===== config.mk =====
export PLATFORM = sky130hd
export DESIGN_NAME = phase_ramp_rgb565_gradient
export DESIGN_NICKNAME = d
export VERILOG_FILES = /design/src/rtl/prgg_pkg.sv /design/src/rtl/phase_ramp_rgb565_gradient.sv
export VERILOG_INCLUDE_DIRS = /design/src /design/src/rtl
export SDC_FILE = /design/constraint.sdc
export NUM_CORES = 1
export LEC_CHECK = 0
export BUFFER_PORTS_ARGS = -buffer_cell sky130_fd_sc_hd__buf_2
export CAP_MARGIN = 20
export CELL_PAD_IN_SITES_DETAIL_PLACEMENT = 1
export CELL_PAD_IN_SITES_GLOBAL_PLACEMENT = 1
export CORE_MARGIN = 10
export CORE_UTILIZATION = 41
export DETAILED_ROUTE_END_ITERATION = 8
export GPL_TIMING_DRIVEN = 0
export PLACE_DENSITY_LB_ADDON = 0.1
export SLEW_MARGIN = 20
export SYNTH_ARGS = -nofsm -noshare
export SYNTH_HDL_FRONTEND = slang
export SYNTH_SLANG_ARGS = --single-unit

===== constraint.sdc =====
create_clock -name clock -period 14.95 [get_ports clock]
set_input_delay 1.495 -clock clock [delete_from_list [all_inputs] [get_ports clock]]
set_output_delay 1.495 -clock clock [all_outputs]
set_load 0.005 [all_outputs]

===== src/rtl/phase_ramp_rgb565_gradient_assert.svh =====
// assertion macros for the phase ramp gradient block
`ifndef PHASE_RAMP_RGB565_GRADIENT_ASSERT_SVH
`define PHASE_RAMP_RGB565_GRADIENT_ASSERT_SVH

// consequent must hold in the cycle after the antecedent
`define PRGG_ASSERT_NEXT(lbl, ante, cons, msg) \
   lbl: assert property (@(posedge clock) disable iff (reset) (ante) |=> (cons)) \
      else $error(msg);

// consequent must hold in the same cycle as the antecedent
`define PRGG_ASSERT_SAME(lbl, ante, cons, msg) \
   lbl: assert property (@(posedge clock) disable iff (reset) (ante) |-> (cons)) \
      else $error(msg);

`endif


===== src/rtl/prgg_pkg.sv =====
// shared types and constants for the phase ramp gradient block
package prgg_pkg;

   localparam int PHASE_W   = 18;
   localparam int FRAC_W    = 16;
   localparam int MS_W      = 10;
   localparam int STEP_W    = 16;
   localparam int PAL_W     = 64;
   localparam int COLOR_W   = 16;
   localparam int NIGHT_W   = 8;
   localparam int CSR_IDX_W = 2;
   localparam int MUL_A_W   = 18;
   localparam int MUL_B_W   = 16;
   localparam int PROD_W    = MUL_A_W + MUL_B_W;

   localparam logic [CSR_IDX_W-1:0] CSR_PALETTE = 2'd0;
   localparam logic [CSR_IDX_W-1:0] CSR_STEP    = 2'd1;

   localparam logic [STEP_W-1:0]  STEP_RESET = 16'd20;
   localparam logic [MUL_B_W-1:0] MUL_255    = 16'd255;

   typedef enum logic [9:0] {
      S_IDLE   = 10'b00_0000_0001,
      S_DELTA  = 10'b00_0000_0010,
      S_UPDATE = 10'b00_0000_0100,
      S_MIX    = 10'b00_0000_1000,
      S_NIGHT  = 10'b00_0001_0000,
      S_NDIV   = 10'b00_0010_0000,
      S_RED    = 10'b00_0100_0000,
      S_GREEN  = 10'b00_1000_0000,
      S_BLUE   = 10'b01_0000_0000,
      S_DONE   = 10'b10_0000_0000
   } state_type;

endpackage


===== src/rtl/phase_ramp_rgb565_gradient.sv =====
// top level of the phase ramp rgb565 gradient block
//
// each tick word moves a q.16 phase up or down by step_per_ms * elapsed_ms, saturating
// between zero and the last stage, and returns one word with the rgb565 blend of the two
// neighboring palette stages and a 0..255 night progress. one 18x16 multiplier is shared
// under a one-hot sequencer and used seven times per tick (delta, mix, night scale, night
// divide, red, green, blue), so a tick steps through all of these before its result word
// is loaded, and req_ready is low from acceptance until the sequencer is idle again. the
// result sits in an output register, so the next tick is taken while it waits; a tick
// finishing while the old result is still unread holds in its last step. csr writes are
// taken every cycle and must only be issued while idle. csr index 0 is the palette (stage
// 0 in the low bits), index 1 is step_per_ms, other indexes are dropped.
module phase_ramp_rgb565_gradient #(
   parameter int STAGES = 4
) (
   input  logic                              clock,
   input  logic                              reset,
   // tick channel
   input  logic                              req_valid,
   output logic                              req_ready,
   input  logic                              req_toward_night,
   input  logic [prgg_pkg::MS_W-1:0]         req_elapsed_ms,
   // result channel
   output logic                              rsp_valid,
   input  logic                              rsp_ready,
   output logic [prgg_pkg::COLOR_W-1:0]      rsp_blend_color,
   output logic [prgg_pkg::NIGHT_W-1:0]      rsp_night_mix,
   // register write channel
   input  logic                              csr_valid,
   output logic                              csr_ready,
   input  logic [prgg_pkg::CSR_IDX_W-1:0]    csr_index,
   input  logic [prgg_pkg::PAL_W-1:0]        csr_wdata
);

   import prgg_pkg::*;

   // phase bound and night scaling constants
   localparam logic [PHASE_W-1:0] PhaseMax   = PHASE_W'((STAGES - 1) * 65536);
   localparam logic [25:0]        NightHalf  = 26'((STAGES - 1) * 32768);
   localparam logic [MUL_B_W-1:0] NightRecip = MUL_B_W'((4096 + STAGES - 2) / (STAGES - 1));
   localparam int                 LastStage  = STAGES - 1;

   // control state
   state_type            state_ff, state_in;
   logic [PHASE_W-1:0]   phase_ff, phase_in;
   logic [PAL_W-1:0]     palette_ff;
   logic [STEP_W-1:0]    step_ff;
   logic                 rsp_valid_ff, rsp_valid_in;

   // working registers of one tick
   logic                 up_ff;
   logic [MS_W-1:0]      ms_ff;
   logic [PROD_W-1:0]    prod_ff, prod_in;
   logic [7:0]           mix_ff, mix_in;
   logic [NIGHT_W-1:0]   night_ff, night_in;
   logic [4:0]           red_ff;
   logic [5:0]           green_ff;
   logic [COLOR_W-1:0]   rsp_color_ff;
   logic [NIGHT_W-1:0]   rsp_night_ff;

   // shared multiplier operands
   logic [MUL_A_W-1:0]   mul_a;
   logic [MUL_B_W-1:0]   mul_b;

   // palette lookup for the current phase
   logic [1:0]           stage;
   logic [COLOR_W-1:0]   color_lo, color_hi, color_last, color_edge;
   logic                 edge_case;
   logic [5:0]           chan_a   [3];
   logic [5:0]           chan_b   [3];
   logic                 chan_neg [3];
   logic [5:0]           chan_mag [3];

   // phase update
   logic [25:0]          delta;
   logic [26:0]          up_sum;
   logic [25:0]          night_sum;
   logic [9:0]           night_div;
   logic                 finish;

   assign req_ready       = (state_ff == S_IDLE);
   assign csr_ready       = 1'b1;
   assign rsp_valid       = rsp_valid_ff;
   assign rsp_blend_color = rsp_color_ff;
   assign rsp_night_mix   = rsp_night_ff;

   // truncating blend step: a + sign * floor(|b-a|*mix / 255)
   function automatic logic [5:0] chan_blend(input logic [5:0] a, input logic neg,
                                             input logic [13:0] p);
      logic [13:0] q_sum;
      logic [5:0]  q;
      q_sum = p + 14'd1 + {8'd0, p[13:8]};
      q     = q_sum[13:8];
      return neg ? (a - q) : (a + q);
   endfunction

   assign stage      = phase_ff[PHASE_W-1:FRAC_W];
   assign color_lo   = palette_ff[{stage, 4'b0000} +: COLOR_W];
   assign color_hi   = palette_ff[{2'(stage + 2'd1), 4'b0000} +: COLOR_W];
   assign color_last = palette_ff[LastStage*COLOR_W +: COLOR_W];
   // phase zero and the top stage return a palette entry unblended
   assign edge_case  = (phase_ff == '0) || (32'(stage) >= 32'(LastStage));
   assign color_edge = (phase_ff == '0) ? palette_ff[COLOR_W-1:0] : color_last;

   // per-channel endpoints, red green blue in lanes 0..2
   always_comb begin
      chan_a[0] = {1'b0, color_lo[15:11]};
      chan_b[0] = {1'b0, color_hi[15:11]};
      chan_a[1] = color_lo[10:5];
      chan_b[1] = color_hi[10:5];
      chan_a[2] = {1'b0, color_lo[4:0]};
      chan_b[2] = {1'b0, color_hi[4:0]};
      for (int i = 0; i < 3; i++) begin
         chan_neg[i] = chan_b[i] < chan_a[i];
         chan_mag[i] = chan_neg[i] ? (chan_a[i] - chan_b[i]) : (chan_b[i] - chan_a[i]);
      end
   end

   // saturating phase update from the registered delta
   assign delta     = prod_ff[25:0];
   assign up_sum    = {9'd0, phase_ff} + {1'b0, delta};
   assign night_sum = prod_ff[25:0] + NightHalf;
   assign night_div = prod_ff[21:12];
   assign finish    = !rsp_valid_ff || rsp_ready;

   // shared multiplier operand select
   always_comb begin
      mul_a = '0;
      mul_b = '0;
      case (state_ff)
         S_DELTA: begin
            mul_a = MUL_A_W'(step_ff);
            mul_b = MUL_B_W'(ms_ff);
         end
         S_MIX: begin
            mul_a = MUL_A_W'(phase_ff[FRAC_W-1:0]);
            mul_b = MUL_255;
         end
         S_NIGHT: begin
            mul_a = phase_ff;
            mul_b = MUL_255;
         end
         S_NDIV: begin
            // phase*255 / 65536 with a rounding offset, then divided by STAGES - 1
            mul_a = MUL_A_W'(night_sum[25:16]);
            mul_b = NightRecip;
         end
         S_RED: begin
            mul_a = MUL_A_W'(chan_mag[0]);
            mul_b = MUL_B_W'(mix_ff);
         end
         S_GREEN: begin
            mul_a = MUL_A_W'(chan_mag[1]);
            mul_b = MUL_B_W'(mix_ff);
         end
         S_BLUE, S_DONE: begin
            // blue product stays in place while the result waits
            mul_a = MUL_A_W'(chan_mag[2]);
            mul_b = MUL_B_W'(mix_ff);
         end
         default: begin
            mul_a = '0;
            mul_b = '0;
         end
      endcase
   end

   assign prod_in = PROD_W'(mul_a) * PROD_W'(mul_b);

   // sequencer
   always_comb begin
      state_in     = state_ff;
      phase_in     = phase_ff;
      rsp_valid_in = rsp_valid_ff;
      mix_in       = mix_ff;
      night_in     = night_ff;
      if (rsp_valid_ff && rsp_ready) begin
         rsp_valid_in = 1'b0;
      end
      case (state_ff)
         S_IDLE: begin
            if (req_valid) begin
               state_in = S_DELTA;
            end
         end
         S_DELTA: begin
            state_in = S_UPDATE;
         end
         S_UPDATE: begin
            if (up_ff) begin
               phase_in = (up_sum > {9'd0, PhaseMax}) ? PhaseMax : up_sum[PHASE_W-1:0];
            end else begin
               phase_in = (delta >= 26'(phase_ff)) ? '0 : (phase_ff - delta[PHASE_W-1:0]);
            end
            state_in = S_MIX;
         end
         S_MIX: begin
            state_in = S_NIGHT;
         end
         S_NIGHT: begin
            // round half up of frac*255 / 65536
            mix_in   = 8'((prod_ff[23:0] + 24'd32768) >> 16);
            state_in = S_NDIV;
         end
         S_NDIV: begin
            state_in = S_RED;
         end
         S_RED: begin
            night_in = (night_div > 10'd255) ? 8'd255 : night_div[7:0];
            state_in = S_GREEN;
         end
         S_GREEN: begin
            state_in = S_BLUE;
         end
         S_BLUE: begin
            state_in = S_DONE;
         end
         S_DONE: begin
            // hold here until the output register is free
            if (finish) begin
               rsp_valid_in = 1'b1;
               state_in     = S_IDLE;
            end
         end
         default: begin
            state_in = S_IDLE;
         end
      endcase
   end

   // control registers and configuration
   always_ff @(posedge clock) begin
      if (reset) begin
         state_ff     <= S_IDLE;
         phase_ff     <= '0;
         rsp_valid_ff <= 1'b0;
         palette_ff   <= '0;
         step_ff      <= STEP_RESET;
      end else begin
         state_ff     <= state_in;
         phase_ff     <= phase_in;
         rsp_valid_ff <= rsp_valid_in;
         if (csr_valid && csr_ready) begin
            case (csr_index)
               CSR_PALETTE: palette_ff <= csr_wdata;
               CSR_STEP:    step_ff    <= csr_wdata[STEP_W-1:0];
               default:     ;
            endcase
         end
      end
   end

   // datapath registers, no reset
   always_ff @(posedge clock) begin
      prod_ff  <= prod_in;
      mix_ff   <= mix_in;
      night_ff <= night_in;
      if (req_valid && req_ready) begin
         up_ff <= req_toward_night;
         ms_ff <= req_elapsed_ms;
      end
      if (state_ff == S_GREEN) begin
         red_ff <= 5'(chan_blend(chan_a[0], chan_neg[0], prod_ff[13:0]));
      end
      if (state_ff == S_BLUE) begin
         green_ff <= chan_blend(chan_a[1], chan_neg[1], prod_ff[13:0]);
      end
      if (state_ff == S_DONE && finish) begin
         rsp_night_ff <= night_ff;
         rsp_color_ff <= edge_case ? color_edge
                       : {red_ff, green_ff,
                          5'(chan_blend(chan_a[2], chan_neg[2], prod_ff[13:0]))};
      end
   end

   // checks on the sequencer and the phase bound
`include "phase_ramp_rgb565_gradient_assert.svh"

   `PRGG_ASSERT_SAME(a_phase_bound, 1'b1, phase_ff <= PhaseMax, "phase above last stage")
   `PRGG_ASSERT_SAME(a_state_onehot, 1'b1, $onehot(state_ff), "sequencer state not one-hot")
   `PRGG_ASSERT_NEXT(a_accept_starts, req_valid && req_ready, state_ff == S_DELTA,
                     "tick not started")
   `PRGG_ASSERT_NEXT(a_done_loads, state_ff == S_DONE && finish, rsp_valid && req_ready,
                     "result not loaded")

endmodule

## Word-level counts from Yosys, hierarchy flattened

Cells that the tools add are included.

| operators by class | value |
|---|---|
| eq/ne operators | 13 |
| order comparisons | 7 |
| shift-type cells | 2 |
| reductions and logical operators | 14 |
| add/subtract/negate cells | 19 |
| multiplexer cells | 19 |
| multipliers | 1 |

Operators by type and width:

| cell | number |
|---|---|
| $shiftx 64x7->16 | 2 |
| $pmux 18 s7 | 1 |
| $pmux 10 s10 | 1 |
| $mux 18 | 3 |
| $pmux 11 s4 | 1 |
| $mux 16 | 2 |
| $add 18x26->27 | 1 |
| $gt 27x18->1 const B | 1 |
| $add 26x17->26 const B | 1 |
| $ge 26x18->1 | 1 |
| $mul 18x11->26 | 1 |
| $add 24x16->24 const B | 1 |
| $mux 6 | 4 |
| $sub 5x5->6 | 4 |
| $mux 10 | 2 |
| $logic_not 18->1 | 1 |
| $sub 18x18->18 | 1 |
| $sub 6x6->6 | 3 |
| $add 14x1->14 const B | 1 |
| $add 14x6->14 | 1 |
| $add 5x5->5 | 2 |
| $eq 10x1->1 const B | 1 |
| $eq 10x10->1 const B | 1 |
| $eq 10x2->1 const B | 1 |
| 25 further kinds | 37 |

| word-level totals | value |
|---|---|
| output and inout bits | 27 |
| bits in registers | 197 |
| bits of input ports | 82 |
| word-level logic and storage cells | 89 |

## Depth between registers and ports, before layout

Gate-level depths: netlist of run 1.

| logic depth | value |
|---|---|
| word-level depth | 6 |
| gate-level depth with buffers | 42 |
| gate-level depth less buffers | 37 |

## Worst setup path after synthesis of run 1

Ideal clock, no wire load.

| timing | value |
|---|---|
| path kind | reg-to-reg |
| start point | register phase_ff[16] |
| end point | register prod_ff[25] |
| arrival | 10462 ps |
| data required time | 14821 ps |
| path slack | 4359 ps |
| cell stages (with the launch flop) | 39 |
| cell sequence | dfxtp_1 -> clkbuf_1 -> clkbuf_1 -> inv_1 -> ha_1 -> clkbuf_1 -> buf_1 -> mux4_2 -> inv_1 -> ha_1 -> fa_1 -> nor2b_1 -> o21ai_0 -> a21boi_0 -> o21ai_0 -> nand2_1 -> clkbuf_1 -> mux2i_1 -> (+3 left out) -> fa_1 -> inv_1 -> fa_1 -> fa_1 -> inv_1 -> fa_1 -> inv_1 -> ha_1 -> a21o_1 -> nor4_1 -> nand2_1 -> a31oi_1 -> o21ai_0 -> a41o_1 -> o41ai_1 -> o21ai_0 -> o41ai_1 -> xnor2_1 |

| between the ends | value |
|---|---|
| cells in the longest elaborated chain, start to end | 6 |
| elaborated cells on any way between the ends | 17 |
| classes of those cells | 7 x add/sub; 1 x mul; 3 x order compare; 2 x shift; 4 x mux |

RTL lines:

| element | RTL line | source |
|---|---|---|
| from (decl) | phase_ramp_rgb565_gradient.sv:45 | `logic [PHASE_W-1:0] phase_ff, phase_in;` |
| from (signal assigned) | phase_ramp_rgb565_gradient.sv:241 | `phase_ff <= phase_in;` |
| $add 2x1->2 | phase_ramp_rgb565_gradient.sv:99 | `assign color_hi = palette_ff[{2'(stage + 2'd1), 4'b0000} +: COLOR_W];` |
| $shiftx 64x7->16 | phase_ramp_rgb565_gradient.sv:99 |  |
| $sub 6x6->6, or another cell as far along | phase_ramp_rgb565_gradient.sv:115 | `chan_mag[i] = chan_neg[i] ? (chan_a[i] - chan_b[i]) : (chan_b[i] - chan_a[i]);` |
| $mux 6 | phase_ramp_rgb565_gradient.sv:115 |  |
| $pmux 18 s7 (*) | phase_ramp_rgb565_gradient.sv:130 | `case (state_ff)` |
| $mul 18x11->26 (*) | phase_ramp_rgb565_gradient.sv:168 | `assign prod_in = PROD_W'(mul_a) * PROD_W'(mul_b);` |
| via prod_in[25] | phase_ramp_rgb565_gradient.sv:53 | `logic [PROD_W-1:0] prod_ff, prod_in;` |
| to (signal assigned) | phase_ramp_rgb565_gradient.sv:255 | `prod_ff <= prod_in;` |
| to (decl) | phase_ramp_rgb565_gradient.sv:53 |  |

The timed path passes the listed nets; every way through them passes the cells marked *.
A chain may end at the register's enable or synchronous reset.

## Worst setup path in the final report of run 1

Same ends and word-level chain as after synthesis.

==> results of run 1 <==
==> sequential cells by signal, indices dropped and copies added (netlist names), 8 cells and up <==
register,flops
palette_ff,64
night_ff,8
step_ff,16
ms_ff,10
rsp_blend_color,16
mix_ff,8
phase_ff,18
state_ff,10
prod_ff,26
rsp_night_mix,8
==> synth_stat cells (9+ instances only) <==
library cell	n	area share, %
ha_1	160	11
a221oi_1	24	1.1
nor3_1	22	0.59
nand4_1	13	0.43
edfxtp_1	62	9.9
o21ai_0	47	1.3
nor2_1	192	3.8
nand2_1	284	5.7
xor2_1	28	1.3
or2_2	9	0.30
mux2i_1	22	1.2
xnor2_1	68	3.2
o21a_1	17	0.68
a21o_1	29	1.2
inv_1	291	5.8
mux4_2	32	3.8
or3_1	12	0.40
nor2b_1	16	0.53
nand2b_1	27	0.90
and2_1	11	0.37
dfxtp_1	135	14
a221o_1	15	0.80
a21oi_1	166	4.4
fa_1	152	16
clkbuf_1	82	1.6
nand3_1	29	0.77
a211oi_1	20	0.80
and3_1	10	0.33
a31oi_1	15	0.50
nand3b_1	10	0.40
nor4_1	11	0.37
==> through the flow <==
stage	worst slack (ns)	hold slack, ns	utilization, %	instance area, um2
final	0.9683	0.4272	45.91	20790
after global routing	0.1066	0.4390	45.91	20790
after CTS	0.8757	0.4232	45.91	20790
after detailed placement	0.9210	0.4111	44.52	20160
after global placement	0.5553	0.4088	44.29	20060
after floorplan	4.359	0.4003	-	18770
==> layout make-up <==
| class | instances | area (um2) |
|---|---|---|
| fill | 5403 | 24490 |
| multi-input combinational | 1568 | 12770 |
| sequential | 197 | 4564 |
| inverter | 294 | 1104 |
| tap | 600 | 750.7 |
| timing repair buffer | 112 | 593.1 |
| clock buffer | 18 | 450.4 |
| buffer | 96 | 376.6 |
| clock inverter | 14 | 177.7 |
==> worst min-delay path by stage <==
stage / start / endpoint / cells past startpoint
finish: night_ff[2] / rsp_night_mix[2] / 0
CTS: night_ff[2] / rsp_night_mix[2] / 0
global route: night_ff[2] / rsp_night_mix[2] / 0
floorplan: night_ff[0] / rsp_night_mix[0] / 0
detailed placement: night_ff[2] / rsp_night_mix[2] / 0
global placement: night_ff[6] / rsp_night_mix[6] / 0
==> layer usage <==
metal / track usage, % / vias to the layer above / wire, um
met2: 41.64 / 434 / 32750
met3: 5.004 / 94 / 4052
met4: 8.547 / 0 / 2021
li1: - / 7501 / -
met1: 32.06 / 8280 / 28540
met5: 0 / - / 0
==> critical path, delay by kind of cell, from the launching register on <==
kind	cells	cell delay [ns]
AOI/OAI and AO/OA	11	3.98
adders and majority gates	9	3.86
buffers and inverters	10	3.39
and+or+nand+nor	5	0.92
muxes	2	0.83
DFF	1	0.47
xor gates and xnor gates	2	0.38
==> cells by family (layout without fill, tap and decap cells) <==
logic type | Yosys count | after routing | synth area share, %
other cells | 1 | 7 | 0.02000
buf+inv | 390 | 534 | 7.896
flops | 197 | 197 | 24.35
xor+xnor | 96 | 96 | 4.485
mux | 56 | 56 | 5.139
compound gates | 428 | 428 | 15.26
fa+ha+maj | 312 | 312 | 26.91
simple gates | 669 | 669 | 15.94
==> power groups by stage <==
stage	clock network (W)	registers, W	logic (W)
finish	0.000504	0.000578	0.000165
floorplan	0	0.000581	0.000105
global route	0.000534	0.000579	0.000182
detailed placement	0	0.000590	0.000163
global placement	0	0.000589	0.000158
CTS	0.000515	0.000578	0.000164
==> impl_metrics.csv, run 1 <==
group,metric,value,unit
sta,rsz0062_at_grt,"no",
logic_synthesis,syn_inst,2149,
routing,drt-wirelength-per-cell,23.24,um
logic_synthesis,synthFlopType,"dfxtp_1",
cts,clock-sinks,197,
routing,drtIter0Drc,1160,
logic_synthesis,synth_edf_count,62,
setup_path,cpPeakStageDelay,0.89,ns
sta,period_needed,13.98,ns
power,p_int,0.0008607,W
power,p_leak,8.502,nW
floorplanning,die_w,233.8,um
global_route,antenna_found_initial,0,
setup_path,critPathMostFrequentCell,"fa_1",
sta,finalSetupTns,0,ns
floorplanning,die_area,0.05468,mm2
power,p_per_area,59.99,mW/mm2
routing,routed_wl,67370,um
layout,final_cell_mix,"inv_1 (291), nand2_1 (284), nor2_1 (192)",
power,switchingPower,0.0003863,W
floorplanning,die_h,233.8,um
cts,cts_root_buf,"clkbuf_16",
global_route,grt_first_pass_wirelength,103000,um
routing,ant_nets,0,
logic_synthesis,ys_ff_latch,197,
setup_path,cp-start-kind,"flop",
cts,clock_latency,0.50,ns
floorplanning,initial_core_util,41.40,%
placed_design,dp_hpwl,56300,um
layout,layout-drive-gt1-share,9.700,%
global_route,grt.overflow.total,0,
logic_synthesis,ys_warn_count,0,
cts,cts_made_buffers,17,
outcome,status,"complete, no violations",
routing,vias,16309,
placed_design,place.gp.congestion,0.9089,
layout,fin_nets,2680,
sta,max_slew_margin,23.76,%
power,p_clk_share,40.4,%
power,pwr-share-comb,13.2,%
placed_design,port_buffers,107,
setup_path,worst_path_max_delay_cell,"a21oi_1",
power,power_frac_seq,46.3,%
sta,clock_skew,0.01255,ns
sta,fmax,71.52,MHz
layout,area_growth,10.89,%
logic_synthesis,synth-async-reset-ratio,0,%
setup_path,ff2ff_path_depth,39,
routing,via_per_inst,5.626,
setup_path,rrSetupSlack,0.97,ns
global_route,grt_pass1_vias,17140,
logic_synthesis,syn_avg_cell_area,8.723,um2
routing,drt_pass1_iterations,5,
cts,post_cts_buffers,0,
global_route,grt_util_all_layers,25.07,%
sta,period_share,93.52,%
power,swShare,30.98,%
setup_path,worstSetupStartpoint,"phase_ff[16]",
floorplanning,core,0.04528,mm2
setup_path,crit_arrival,14.36,ns
sta,setup_viol,0,
logic_synthesis,synthesis.area,0.01875,mm2
run,max_cap_violations,0,
floorplanning,num_rows,78,
setup_path,crit_end,"prod_ff[25]",
routing,drc,0,
min_path,hp-class,"reg -> reg",
sta,drv_slew,0,
logic_synthesis,synth_cell_types,82,
placed_design,dp_cells,2867,
cts,ctsResizeCount,0,
cts,hold_buffers,0,
setup_path,reg2reg_to,"prod_ff[25]",
sta,tightestPinTransition,1.144,ns
logic_synthesis,seq_area_frac_synth,24.35,%
power,total_power,0.001247,W
setup_path,crit_required,15.32,ns
setup_path,path_max_fanout,10,
cts,cts_tree,"yes",
sta,timing.final.hold_violations,0,
layout,finalNonFillerCells,2899,
cts,path_clk_slew,0.09,ns
layout,diodes,0,
cts,cts.htree.levels,4,
setup_path,worst_r2r_startpoint,"phase_ff[16]",
cts,cts_buffer_depth,2,
global_route,grt_max_degree,22,
floorplanning,io_pins,109,
setup_path,worst-setup-path-type,"reg -> reg",
setup_path,end_kind,"flop",
power,ir_worst_vdd,0.00005132,V
layout,final_common_cell,"inv_1",
No activity file was read; power rests on OpenSTA's default activity.
==> run 2: changes to the inputs <==
--- a/config.mk
+++ b/config.mk
@@ -11,7 +11,7 @@
 export CELL_PAD_IN_SITES_DETAIL_PLACEMENT = 1
 export CELL_PAD_IN_SITES_GLOBAL_PLACEMENT = 1
 export CORE_MARGIN = 10
-export CORE_UTILIZATION = 41
+export CORE_UTILIZATION = 40
 export DETAILED_ROUTE_END_ITERATION = 8
 export GPL_TIMING_DRIVEN = 0
 export PLACE_DENSITY_LB_ADDON = 0.1
==> impl_metrics.csv, run 2 (same netlist as run 1, synthesis figures left out) <==
group,metric,value,unit
outcome,status,"complete, no violations",
layout,layout-drive-gt1-share,9.774,%
power,p_per_area,58.60,mW/mm2
cts,hold_buffers,0,
sta,worst_slack,0.9914,ns
power,switchingPower,0.0003681,W
routing,drt-wirelength-per-cell,23.65,um
floorplanning,io_pins,109,
routing,ant_nets,0,
sta,clock_skew,0.01574,ns
global_route,grt_util_all_layers,24.49,%
setup_path,path_max_fanout,10,
sta,period_share,93.37,%
layout,fin_util,44.68,%
floorplanning,initial_core_util,40.35,%
layout,area_growth,10.73,%
setup_path,cp_num_buf_inv,10,
floorplanning,die_w,236.5,um
placed_design,pre_cts_ws,0.6221,ns
layout,largest_reg_flops,64,
power,swShare,30.26,%
sta,setup_viol,0,
power,power_frac_seq,47.6,%
routing,drc,0,
sta,timing.final.hold_violations,0,
cts,cts.htree.levels,4,
min_path,hp-class,"reg -> reg",
global_route,grt.overflow.total,0,
power,pwr-share-comb,13.7,%
layout,diodes,0,
power,p_clk_share,38.7,%
setup_path,worst-setup-path-type,"reg -> reg",
floorplanning,num_rows,79,
layout,top_regs,"palette_ff x64, prod_ff x26, phase_ff x18",
floorplanning,die_h,236.5,um
sta,period_needed,13.96,ns
setup_path,critPathMostFrequentCell,"fa_1",
placed_design,place.gp.congestion,0.9230,
layout,top_register,"palette_ff",
cts,cts_buffer_depth,2,
setup_path,cp-start-kind,"flop",
sta,drv_slew,0,
setup_path,path_delay_family,"compound AO/OA/AOI/OAI gates",
cts,post_cts_buffers,0,
layout,fin_nets,2683,
cts,clock-sinks,197,
setup_path,crit_arrival,14.33,ns
run,max_cap_violations,0,
sta,fmax,71.64,MHz
sta,max_slew_margin,26.68,%
layout,final_common_cell,"inv_1",
layout,multiInputGateArea,0.01278,mm2
cts,clock_latency,0.50,ns
sta,rsz0062_at_grt,"no",
power,total_power,0.001216,W
floorplanning,core,0.04646,mm2
layout,num-fill-cells,5600,
placed_design,port_buffers,107,
global_route,antenna_found_initial,2,
cts,cts_made_buffers,17,
routing,drt_pass1_iterations,5,
global_route,grt_first_pass_wirelength,104900,um
routing,routed_wl,68810,um
cts,path_clk_slew,0.07,ns
cts,cts_root_buf,"clkbuf_16",
power,p_leak,8.485,nW
setup_path,crit_required,15.32,ns
routing,drtIter0Drc,1097,
sta,finalSetupTns,0,ns
global_route,grt_pass1_vias,17524,
cts,cts_tree,"yes",
placed_design,dp_hpwl,57710,um
power,p_int,0.0008482,W
routing,via_per_inst,5.598,
routing,vias,16285,
setup_path,cpPeakStageDelay,0.63,ns
layout,final_cell_mix,"inv_1 (291), nand2_1 (284), nor2_1 (192)",
setup_path,end_kind,"flop",
layout,seqCellArea,0.004564,mm2
setup_path,worst_path_max_delay_cell,"clkbuf_1",
global_route,grt_max_degree,20,
power,ir_worst_vdd,0.00007179,V
floorplanning,die_area,0.05593,mm2
sta,tightestPinTransition,1.100,ns
## run 2: power by group through the flow
stage               Clock, W  Sequential, W  Combinational, W
floorplan                  0       0.000581          0.000105
detailed placement         0       0.000591          0.000164
global route        0.000500       0.000579          0.000184
global placement           0       0.000590          0.000159
finish              0.000471       0.000579          0.000167
CTS                 0.000481       0.000578          0.000165
## run 2: final cells by class
type	instances	area share, %
repair buffers	115	2.954
plain buffers	96	1.820
multi-input cells	1568	61.55
clock buffers	21	2.170
inverters	294	5.316
clock inverters	11	0.5425
well taps	607	3.659
flip-flops and latches	197	21.99
## run 2: metrics by stage
step	hold WS, ns	area [um2]	instances
2_1_floorplan	0.4003	18770	2155
3_3_place_gp	0.4054	20060	2869
3_5_place_dp	0.4057	20190	2877
4_1_cts	0.4241	20750	2909
5_1_grt	0.4445	20760	2909
6_report	0.4241	20760	2909
## run 2: path summary, 6_finish.rpt
check / end / cells past startpoint / slack, ns / startpoint
max reg2reg: prod_ff[25] / 40 / 0.99 / phase_ff[16]
min reg2reg: rsp_night_mix[5] / 0 / 0.42 / night_ff[5]
max: prod_ff[25] / 40 / 0.99 / phase_ff[16]
min: rsp_night_mix[5] / 0 / 0.42 / night_ff[5]
## run 2: metal layers
metal,GRT usage [%],vias to the layer above,share of wire [%]
met3,4.515,82,5.3
met5,0,-,0
met4,8.473,0,2.8
li1,-,7489,-
met1,31.74,8322,44
met2,40.23,392,48
## run 2: repair_timing
item,4_1_cts,5_1_grt
hold endpoints to repair,0,0
setup endpoints to repair,0,2
gates resized for setup,0,3
